File: src/rtl/sbh_pkg.sv
// Shared types, constants and round functions of the byte-stream hasher.
`timescale 1ns / 1ps
package sbh_pkg;

	localparam logic [7:0] PAD_MARK = 8'h80;
	localparam logic [5:0] LEN_START = 6'd56;

	typedef struct packed {
		logic       round;
		logic       shift;
		logic       vload;
		logic       wpush;
		logic       wsel_mem;
		logic [5:0] kidx;
	} core_ctrl_t;

	function automatic logic [31:0] rotr(input logic [31:0] v, input int unsigned n);
		rotr = (v >> n) | (v << (32 - n));
	endfunction

	function automatic logic [31:0] big_s0(input logic [31:0] x);
		big_s0 = rotr(x, 2) ^ rotr(x, 13) ^ rotr(x, 22);
	endfunction

	function automatic logic [31:0] big_s1(input logic [31:0] x);
		big_s1 = rotr(x, 6) ^ rotr(x, 11) ^ rotr(x, 25);
	endfunction

	function automatic logic [31:0] small_s0(input logic [31:0] x);
		small_s0 = rotr(x, 7) ^ rotr(x, 18) ^ (x >> 3);
	endfunction

	function automatic logic [31:0] small_s1(input logic [31:0] x);
		small_s1 = rotr(x, 17) ^ rotr(x, 19) ^ (x >> 10);
	endfunction

	function automatic logic [31:0] init_hash(input logic [2:0] i);
		case (i)
			3'd0: init_hash = 32'h6a09e667;
			3'd1: init_hash = 32'hbb67ae85;
			3'd2: init_hash = 32'h3c6ef372;
			3'd3: init_hash = 32'ha54ff53a;
			3'd4: init_hash = 32'h510e527f;
			3'd5: init_hash = 32'h9b05688c;
			3'd6: init_hash = 32'h1f83d9ab;
			default: init_hash = 32'h5be0cd19;
		endcase
	endfunction

	function automatic logic [31:0] round_k(input logic [5:0] t);
		case (t)
			6'd0:  round_k = 32'h428a2f98;
			6'd1:  round_k = 32'h71374491;
			6'd2:  round_k = 32'hb5c0fbcf;
			6'd3:  round_k = 32'he9b5dba5;
			6'd4:  round_k = 32'h3956c25b;
			6'd5:  round_k = 32'h59f111f1;
			6'd6:  round_k = 32'h923f82a4;
			6'd7:  round_k = 32'hab1c5ed5;
			6'd8:  round_k = 32'hd807aa98;
			6'd9:  round_k = 32'h12835b01;
			6'd10: round_k = 32'h243185be;
			6'd11: round_k = 32'h550c7dc3;
			6'd12: round_k = 32'h72be5d74;
			6'd13: round_k = 32'h80deb1fe;
			6'd14: round_k = 32'h9bdc06a7;
			6'd15: round_k = 32'hc19bf174;
			6'd16: round_k = 32'he49b69c1;
			6'd17: round_k = 32'hefbe4786;
			6'd18: round_k = 32'h0fc19dc6;
			6'd19: round_k = 32'h240ca1cc;
			6'd20: round_k = 32'h2de92c6f;
			6'd21: round_k = 32'h4a7484aa;
			6'd22: round_k = 32'h5cb0a9dc;
			6'd23: round_k = 32'h76f988da;
			6'd24: round_k = 32'h983e5152;
			6'd25: round_k = 32'ha831c66d;
			6'd26: round_k = 32'hb00327c8;
			6'd27: round_k = 32'hbf597fc7;
			6'd28: round_k = 32'hc6e00bf3;
			6'd29: round_k = 32'hd5a79147;
			6'd30: round_k = 32'h06ca6351;
			6'd31: round_k = 32'h14292967;
			6'd32: round_k = 32'h27b70a85;
			6'd33: round_k = 32'h2e1b2138;
			6'd34: round_k = 32'h4d2c6dfc;
			6'd35: round_k = 32'h53380d13;
			6'd36: round_k = 32'h650a7354;
			6'd37: round_k = 32'h766a0abb;
			6'd38: round_k = 32'h81c2c92e;
			6'd39: round_k = 32'h92722c85;
			6'd40: round_k = 32'ha2bfe8a1;
			6'd41: round_k = 32'ha81a664b;
			6'd42: round_k = 32'hc24b8b70;
			6'd43: round_k = 32'hc76c51a3;
			6'd44: round_k = 32'hd192e819;
			6'd45: round_k = 32'hd6990624;
			6'd46: round_k = 32'hf40e3585;
			6'd47: round_k = 32'h106aa070;
			6'd48: round_k = 32'h19a4c116;
			6'd49: round_k = 32'h1e376c08;
			6'd50: round_k = 32'h2748774c;
			6'd51: round_k = 32'h34b0bcb5;
			6'd52: round_k = 32'h391c0cb3;
			6'd53: round_k = 32'h4ed8aa4a;
			6'd54: round_k = 32'h5b9cca4f;
			6'd55: round_k = 32'h682e6ff3;
			6'd56: round_k = 32'h748f82ee;
			6'd57: round_k = 32'h78a5636f;
			6'd58: round_k = 32'h84c87814;
			6'd59: round_k = 32'h8cc70208;
			6'd60: round_k = 32'h90befffa;
			6'd61: round_k = 32'ha4506ceb;
			6'd62: round_k = 32'hbef9a3f7;
			default: round_k = 32'hc67178f2;
		endcase
	endfunction

endpackage

File: src/rtl/sha256_byte_stream_hasher.sv
// Streaming SHA-256 hasher top level: byte packing, padding, sequencing, digest out.
// A byte that neither completes a block nor is last is taken with no hold. A full block
// holds off input while it is compressed: hash words read, 64 rounds, then add-back.
// Last item: padding runs one byte per cycle to the block end (up to 72 bytes over two
// blocks), then eight digest words leave by the RAM read port, one read in flight at a time.
// Reset clears control; the hash-word RAM is not cleared, a first-block flag feeds the IV.
`timescale 1ns / 1ps
module sha256_byte_stream_hasher (
	input  logic        clk,
	input  logic        arst_n,
	input  logic        in_valid,
	output logic        in_stall,
	input  logic [7:0]  data_byte,
	input  logic        byte_present,
	input  logic        last,
	output logic        out_valid,
	input  logic        out_stall,
	output logic [31:0] digest_word,
	output logic [2:0]  word_index,
	output logic        digest_last
);

	localparam logic [2:0] ST_ABSORB = 3'd0;
	localparam logic [2:0] ST_PAD    = 3'd1;
	localparam logic [2:0] ST_LOAD   = 3'd2;
	localparam logic [2:0] ST_ROUND  = 3'd3;
	localparam logic [2:0] ST_ADD    = 3'd4;
	localparam logic [2:0] ST_OUT    = 3'd5;

	logic [2:0]  state_q;
	logic [5:0]  cnt_q;
	logic [5:0]  fill_q;
	logic [23:0] word_q;
	logic [60:0] count_q;
	logic        pad_q;
	logic        pad_first_q;
	logic        len_ok_q;
	logic        pad_done_q;
	logic        first_block_q;
	logic        rd_pend_q;
	logic        out_valid_q;
	logic [31:0] digest_word_q;
	logic [2:0]  word_index_q;
	logic        digest_last_q;

	logic        accept;
	logic        len_phase;
	logic [63:0] len_bits;
	logic [5:0]  len_pos;
	logic [7:0]  pad_byte;
	logic        push_en;
	logic [7:0]  push_byte;
	logic [2:0]  cnt_m1;
	logic        load_out;

	logic        blk_we;
	logic        blk_re;
	logic [3:0]  blk_raddr;
	logic [31:0] blk_rdata;
	logic        h_we;
	logic        h_re;
	logic [2:0]  h_raddr;
	logic [31:0] h_wdata;
	logic [31:0] h_rdata;
	logic [31:0] h_base;
	logic [31:0] load_word;
	logic [31:0] v0;
	sbh_pkg::core_ctrl_t ctrl;

	assign in_stall = (state_q != ST_ABSORB);
	assign accept   = in_valid && !in_stall;

	// Length bytes go out most significant first over the last eight slots.
	assign len_bits  = {count_q, 3'b000};
	assign len_pos   = {~fill_q[2:0], 3'b000};
	assign len_phase = !pad_first_q && len_ok_q && (fill_q >= sbh_pkg::LEN_START);
	assign pad_byte  = pad_first_q ? sbh_pkg::PAD_MARK :
		(len_phase ? len_bits[len_pos +: 8] : 8'h00);

	assign push_en   = (accept && byte_present) || (state_q == ST_PAD);
	assign push_byte = (state_q == ST_PAD) ? pad_byte : data_byte;
	assign blk_we    = push_en && (fill_q[1:0] == 2'b11);

	assign cnt_m1    = cnt_q[2:0] - 3'd1;
	assign h_base    = first_block_q ? sbh_pkg::init_hash(cnt_m1) : h_rdata;
	assign load_word = h_base;
	assign h_wdata   = h_base + v0;
	assign load_out  = (state_q == ST_OUT) && rd_pend_q && (!out_valid_q || !out_stall);

	always_comb begin
		ctrl      = '0;
		blk_re    = 1'b0;
		blk_raddr = 4'd0;
		h_re      = 1'b0;
		h_we      = 1'b0;
		h_raddr   = cnt_q[2:0];
		case (state_q)
			ST_LOAD: begin
				h_re       = (cnt_q < 6'd8);
				ctrl.shift = (cnt_q != 6'd0);
				ctrl.vload = (cnt_q != 6'd0);
				blk_re     = (cnt_q == 6'd7) || (cnt_q == 6'd8);
				blk_raddr  = (cnt_q == 6'd8) ? 4'd1 : 4'd0;
				ctrl.wpush    = (cnt_q == 6'd8);
				ctrl.wsel_mem = 1'b1;
				ctrl.kidx     = 6'd0;
			end
			ST_ROUND: begin
				ctrl.round    = 1'b1;
				ctrl.wpush    = (cnt_q != 6'd63);
				ctrl.wsel_mem = (cnt_q < 6'd15);
				ctrl.kidx     = cnt_q + 6'd1;
				blk_re        = (cnt_q < 6'd14);
				blk_raddr     = cnt_q[3:0] + 4'd2;
			end
			ST_ADD: begin
				h_re       = (cnt_q < 6'd8);
				h_we       = (cnt_q != 6'd0);
				ctrl.shift = (cnt_q != 6'd0);
			end
			ST_OUT: begin
				h_re = !rd_pend_q && (cnt_q[3:0] < 4'd8);
			end
			default: begin
			end
		endcase
	end

	sbh_ram #(
		.WIDTH(32),
		.DEPTH(16)
	) u_blk_ram (
		.clk   (clk),
		.we    (blk_we),
		.waddr (fill_q[5:2]),
		.wdata ({word_q, push_byte}),
		.re    (blk_re),
		.raddr (blk_raddr),
		.rdata (blk_rdata)
	);

	sbh_ram #(
		.WIDTH(32),
		.DEPTH(8)
	) u_hash_ram (
		.clk   (clk),
		.we    (h_we),
		.waddr (cnt_m1),
		.wdata (h_wdata),
		.re    (h_re),
		.raddr (h_raddr),
		.rdata (h_rdata)
	);

	sbh_core u_core (
		.clk       (clk),
		.ctrl      (ctrl),
		.load_word (load_word),
		.blk_word  (blk_rdata),
		.v0        (v0)
	);

	always_ff @(posedge clk) begin
		if (push_en) begin
			word_q <= {word_q[15:0], push_byte};
		end
	end

	always_ff @(posedge clk or negedge arst_n) begin
		if (!arst_n) begin
			state_q       <= ST_ABSORB;
			cnt_q         <= '0;
			fill_q        <= '0;
			count_q       <= '0;
			pad_q         <= 1'b0;
			pad_first_q   <= 1'b0;
			len_ok_q      <= 1'b0;
			pad_done_q    <= 1'b0;
			first_block_q <= 1'b1;
			rd_pend_q     <= 1'b0;
		end else begin
			if (push_en) begin
				fill_q <= fill_q + 6'd1;
			end
			case (state_q)
				ST_ABSORB: begin
					if (accept) begin
						if (byte_present) begin
							count_q <= count_q + 61'd1;
						end
						if (last) begin
							pad_q       <= 1'b1;
							pad_first_q <= 1'b1;
						end
						if (byte_present && (fill_q == 6'd63)) begin
							state_q <= ST_LOAD;
							cnt_q   <= '0;
						end else if (last) begin
							state_q <= ST_PAD;
						end
					end
				end
				ST_PAD: begin
					pad_first_q <= 1'b0;
					if (pad_first_q && (fill_q < sbh_pkg::LEN_START)) begin
						len_ok_q <= 1'b1;
					end
					if (fill_q == 6'd63) begin
						if (len_phase) begin
							pad_done_q <= 1'b1;
						end
						state_q <= ST_LOAD;
						cnt_q   <= '0;
					end
				end
				ST_LOAD: begin
					if (cnt_q == 6'd8) begin
						state_q <= ST_ROUND;
						cnt_q   <= '0;
					end else begin
						cnt_q <= cnt_q + 6'd1;
					end
				end
				ST_ROUND: begin
					if (cnt_q == 6'd63) begin
						state_q <= ST_ADD;
					end
					cnt_q <= cnt_q + 6'd1;
				end
				ST_ADD: begin
					if (cnt_q == 6'd8) begin
						first_block_q <= 1'b0;
						cnt_q         <= '0;
						if (pad_done_q) begin
							state_q <= ST_OUT;
						end else if (pad_q) begin
							// a padding block follows the one just compressed
							len_ok_q <= 1'b1;
							state_q  <= ST_PAD;
						end else begin
							state_q <= ST_ABSORB;
						end
					end else begin
						cnt_q <= cnt_q + 6'd1;
					end
				end
				ST_OUT: begin
					if (h_re) begin
						rd_pend_q <= 1'b1;
						cnt_q     <= cnt_q + 6'd1;
					end
					if (load_out) begin
						rd_pend_q <= 1'b0;
						if (cnt_q[3]) begin
							// digest out: start over for the next message
							state_q       <= ST_ABSORB;
							count_q       <= '0;
							pad_q         <= 1'b0;
							len_ok_q      <= 1'b0;
							pad_done_q    <= 1'b0;
							first_block_q <= 1'b1;
						end
					end
				end
				default: begin
					state_q <= ST_ABSORB;
				end
			endcase
		end
	end

	always_ff @(posedge clk or negedge arst_n) begin
		if (!arst_n) begin
			out_valid_q <= 1'b0;
		end else if (load_out) begin
			out_valid_q <= 1'b1;
		end else if (!out_stall) begin
			out_valid_q <= 1'b0;
		end
	end

	always_ff @(posedge clk) begin
		if (load_out) begin
			digest_word_q <= h_rdata;
			word_index_q  <= cnt_m1;
			digest_last_q <= cnt_q[3];
		end
	end

	assign out_valid   = out_valid_q;
	assign digest_word = digest_word_q;
	assign word_index  = word_index_q;
	assign digest_last = digest_last_q;

	a_last_index: assert property (@(posedge clk) disable iff (!arst_n)
		out_valid_q && digest_last_q |-> word_index_q == 3'd7)
		else $error("final digest beat without index seven");

	a_blk_write_idle: assert property (@(posedge clk) disable iff (!arst_n)
		blk_we |-> (state_q == ST_ABSORB) || (state_q == ST_PAD))
		else $error("block buffer written during compression");

	a_out_aligned: assert property (@(posedge clk) disable iff (!arst_n)
		$rose(state_q == ST_OUT) |-> fill_q == 6'd0)
		else $error("digest started with a partial block");

	a_len_order: assert property (@(posedge clk) disable iff (!arst_n)
		pad_done_q |-> len_ok_q && pad_q)
		else $error("length written before padding allowed it");

endmodule

File: src/rtl/sbh_ram.sv
// Generic single-write, single-read synchronous RAM with registered read data.
`timescale 1ns / 1ps
module sbh_ram #(
	parameter int WIDTH = 32,
	parameter int DEPTH = 16
) (
	input  logic                     clk,
	input  logic                     we,
	input  logic [$clog2(DEPTH)-1:0] waddr,
	input  logic [WIDTH-1:0]         wdata,
	input  logic                     re,
	input  logic [$clog2(DEPTH)-1:0] raddr,
	output logic [WIDTH-1:0]         rdata
);

	logic [WIDTH-1:0] mem [DEPTH];
	logic [WIDTH-1:0] rdata_q;

	always_ff @(posedge clk) begin
		if (we) begin
			mem[waddr] <= wdata;
		end
		if (re) begin
			rdata_q <= mem[raddr];
		end
	end

	assign rdata = rdata_q;

endmodule

File: src/rtl/sbh_core.sv
// Round unit: working variables, rolling message schedule and W+K lookahead.
`timescale 1ns / 1ps
module sbh_core (
	input  logic               clk,
	input  sbh_pkg::core_ctrl_t ctrl,
	input  logic [31:0]        load_word,
	input  logic [31:0]        blk_word,
	output logic [31:0]        v0
);

	logic [31:0] v_q [8];
	logic [31:0] w_q [16];
	logic [31:0] wk_q;
	logic [31:0] sched;
	logic [31:0] w_next;
	logic [31:0] ch;
	logic [31:0] maj;
	logic [31:0] t1;
	logic [31:0] a_new;

	always_comb begin
		sched  = w_q[0] + sbh_pkg::small_s0(w_q[1]) + w_q[9] + sbh_pkg::small_s1(w_q[14]);
		w_next = ctrl.wsel_mem ? blk_word : sched;
		ch     = (v_q[4] & v_q[5]) ^ (~v_q[4] & v_q[6]);
		maj    = (v_q[0] & v_q[1]) ^ (v_q[0] & v_q[2]) ^ (v_q[1] & v_q[2]);
		t1     = v_q[7] + sbh_pkg::big_s1(v_q[4]) + ch + wk_q;
		a_new  = t1 + sbh_pkg::big_s0(v_q[0]) + maj;
	end

	always_ff @(posedge clk) begin
		if (ctrl.round) begin
			v_q[7] <= v_q[6];
			v_q[6] <= v_q[5];
			v_q[5] <= v_q[4];
			v_q[4] <= v_q[3] + t1;
			v_q[3] <= v_q[2];
			v_q[2] <= v_q[1];
			v_q[1] <= v_q[0];
			v_q[0] <= a_new;
		end else if (ctrl.shift) begin
			// rotate for write-back, or shift a hash word in during load
			for (int i = 0; i < 7; i++) begin
				v_q[i] <= v_q[i+1];
			end
			v_q[7] <= ctrl.vload ? load_word : v_q[0];
		end
	end

	always_ff @(posedge clk) begin
		if (ctrl.wpush) begin
			for (int i = 0; i < 15; i++) begin
				w_q[i] <= w_q[i+1];
			end
			w_q[15] <= w_next;
			wk_q    <= w_next + sbh_pkg::round_k(ctrl.kidx);
		end
	end

	assign v0 = v_q[0];

endmodule
File: config.mk
export PLATFORM = sky130hd
export DESIGN_NAME = sha256_byte_stream_hasher
export DESIGN_NICKNAME = d
export VERILOG_FILES = /design/src/rtl/sbh_pkg.sv /design/src/rtl/sha256_byte_stream_hasher.sv /design/src/rtl/sbh_ram.sv /design/src/rtl/sbh_core.sv
export SDC_FILE = /design/constraint.sdc
export NUM_CORES = 2
export LEC_CHECK = 0
export ABC_AREA = 1
export BUFFER_PORTS_ARGS = -buffer_cell sky130_fd_sc_hd__buf_2
export CAP_MARGIN = 10
export CORE_ASPECT_RATIO = 0.8
export CORE_MARGIN = 4
export CORE_UTILIZATION = 60
export CTS_BUF_LIST = sky130_fd_sc_hd__clkbuf_2
export DETAILED_ROUTE_END_ITERATION = 8
export PLACE_DENSITY = 0.79
export SLEW_MARGIN = 20
export SYNTH_ARGS = -nofsm -noshare
export SYNTH_HDL_FRONTEND = slang
export SYNTH_SLANG_ARGS = --single-unit
export TNS_END_PERCENT = 5
File: constraint.sdc
create_clock -name clk -period 15.1 [get_ports clk]
set_input_delay 0.755 -clock clk [delete_from_list [all_inputs] [get_ports clk]]
set_output_delay 0.755 -clock clk [all_outputs]
set_load 0.005 [all_outputs]
==> results.yml <==
worst_setup_path:
  cp-end-kind: "flip-flop"
  cp_slowest_cell: "edfxtp_1"
  path_common_cell: "nand2_1"
  path_class: "flip-flop to flip-flop"
  cp.arrival_ns: 8.60
  critical_path.top_delay_family: "adder cells"
  critPathMaxStageDelay_ns: 0.56
  cp.required_ns: 16.64
  cp-start-kind: "flip-flop"
  crit_fanout: 7
  worst-path-buf-inv: 3
logic_synthesis:
  synth.avg_cell_area_sq_um: 10.7
  synth-edff-count: 1692
  synth_ff_type: "edfxtp_1"
  syn_inst: 8291
  synth_top_area_share_pct: 57.2
  syn_area_sq_mm: 0.0888
  yosysMostFrequentCell: "edfxtp_1"
  synth_commonest_cells: "edfxtp_1, nand2_1, inv_1"
  ys.warnings.count: 0
  synth_area_leaders: "edfxtp_1, nand2_1, o21ai_0"
  yosysUniqueCellTypes: 69
  ys_async_sr_fraction_pct: 4.68
  synth_area_leader_cell: "edfxtp_1"
  ys_seq_elements: 1775
  synth_nets: 8681
  synth_seq_area_share_pct: 59.6
hold_path:
  hp-class: "input port to flip-flop"
cells_and_area:
  drive_gt1_share_pct: 10.2
  final_area_sq_mm: 0.0948
  layoutNonFillerInstCount: 10769
  syn2layout_area_growth_pct: 6.75
  fin_nets: 8899
sta:
  fmax_mhz: 142
  fin_setup_tns_ns: 0
  period_share_pct: 46.7
  fin_worst_skew_ns: 0.180
  tightest_slew_ns: 1.26
  hold_viol_final: 0
  whs_ns: 0.251
  rsz0062_at_grt: "no"
  slew_violations: 0
  slew_headroom_pct: 15.1
  period_minus_slack_ns: 7.05
  setup_violations: 0
floorplan:
  die_h_um: 352
  row_count: 125
  die_x_um: 438
  initial_utilization_pct: 60.8
  die_area_sq_mm: 0.154
  num_io_pins: 52
  core_region_area_sq_mm: 0.146
grt:
  antenna_found_initial: 16
  grt_pass1_wl_um: 385000
  grt_usage_pct: 33.2
  grt_max_degree: 257
  grt_pass1_vias: 62009
  grt_overflow: 0
clock_network:
  cts_root_buffer: "clkbuf_2"
  cts_resized: 0
  numCtsBuffers: 422
  worstSkewPairLatency_ns: 1.88
  cts_buffer_depth: 4
  cts_tree: "done"
  path_clk_slew_ns: 0.12
  htreeDepth: 5
  cts.sinks: 1775
  post_cts_buffers: 0
run:
  cap_violations: 0
placed_design:
  hpwlAfterDp_um: 180000
  placed_cells: 10027
  gp_congestion: 1.06
  place_area_sq_mm: 0.0909
  io_buffer_count: 51
route:
  drtIter0Drc: 10037
  vias: 66412
  vias_per_cell: 6.17
  drc: 0
  drt-total-wl_um: 261000
  drt.antenna.violating_nets: 0
  wl_per_cell_um: 24.2
  drt-pass1-iter-count: 7
status:
  outcome: "completed"
-- logic make-up after synthesis --
| kind of cell | count (synthesis) | synth area share (%) |
|---|---|---|
| AO/OA/AOI/OAI | 1811 | 11.7 |
| XOR/XNOR | 397 | 3.92 |
| adder cells (fa/ha/maj) | 394 | 6.85 |
| buffers and inverters | 1311 | 5.78 |
| flip-flops | 1775 | 59.6 |
| multiplexers | 1 | 0.0113 |
| AND/OR/NAND/NOR | 2602 | 12.2 |
-- sequential cells by signal, summed over array words and instances (netlist names), 32 cells and up --
register and cells:
count_q 61, digest_word 32, u_blk_ram.mem 512, u_blk_ram.rdata 32, u_core.v_q 256, u_core.w_q 512, u_core.wk_q 32, u_hash_ram.mem 256
u_hash_ram.rdata 32
-- per-stage QoR --
step / worst slack, ns / utilization [%]
after CTS: 8.37 / 64.8
after global placement: 8.32 / 62.2
after global routing: 7.72 / 64.9
after floorplan: 0.535 / -
after detailed placement: 8.37 / 62.2
final: 8.05 / 64.9
-- per-layer routing --
metal	global-route usage, %	part of all wire, %	wire length, um
met5	0	0.034	90
met4	12.1	3.9	10100
met2	45.3	41	107000
met1	50.2	41	107000
met3	10.2	14	37400
-- cell usage in the layout, fill, tap and decap left out, types with 36 or more instances in the layout --
cell type,Yosys,routed
dfrtp_1,82,81
buf_4,8,70
clkbuf_2,0,615
nor3_1,75,75
o221ai_1,168,168
inv_1,928,927
o21ai_0,868,866
nor2_1,553,526
xor2_1,223,223
nand3_1,312,309
xnor2_1,174,174
fa_1,159,159
o22ai_1,43,43
clkinv_1,4,60
nand4_1,84,84
a31oi_1,36,36
ha_1,217,217
a21oi_1,475,475
nand2_1,1486,1481
buf_2,120,50
edfxtp_1,1692,1692
-- final cells by class --
class	count	area [sq um]
Multi-Input combinational cell	5205	31000
Clock inverter	87	445
Fill cell	11441	51300
Timing Repair Buffer	153	1240
Antenna cell	14	35.0
Sequential cell	1775	52900
Inverter	952	3580
Clock buffer	615	3080
Tap cell	1968	2460
-- worst register-to-register path, delay by kind of cell, from the launching register on --
family | cells | cell delay, ns
buffers and inverters | 3 | 0.18
DFF | 1 | 0.56
adders and majority gates | 5 | 2.25
AOI/OAI and AO/OA | 2 | 0.62
xor gates and xnor gates | 3 | 1.01
and+or+nand+nor | 13 | 2.08
-- worst paths after layout --
| check | from | to | slack (ns) | depth (start not counted) |
|---|---|---|---|---|
| max | u_core.v_q[1][12]$_DFFE_PP_ | u_core.v_q[0][30]$_DFFE_PP_ | 8.05 | 26 |
| min | data_byte[6] | u_blk_ram.mem[13][6]$_DFFE_PP_ | 0.25 | 3 |
| max reg2reg | u_core.v_q[1][12]$_DFFE_PP_ | u_core.v_q[0][30]$_DFFE_PP_ | 8.05 | 26 |
| min reg2reg | u_core.w_q[0][110]$_DFFE_PP_ | u_core.w_q[0][78]$_DFFE_PP_ | 0.33 | 0 |
| max in group asynchronous | arst_n | cnt_q[0]$_DFFE_PN0P_ | 12.78 | 5 |
| min in group asynchronous | arst_n | count_q[48]$_DFFE_PN0P_ | 0.65 | 4 |
-- timing repair --
action                                 in CTS  in global routing
endpoints found under the hold margin     397                  0
hold buffers                               23                  0
setup endpoints to repair                   0                  0
Power is left out: the tool's default activity adds up to more than one toggle a clock period on the data nets, which glitch-free logic cannot reach.
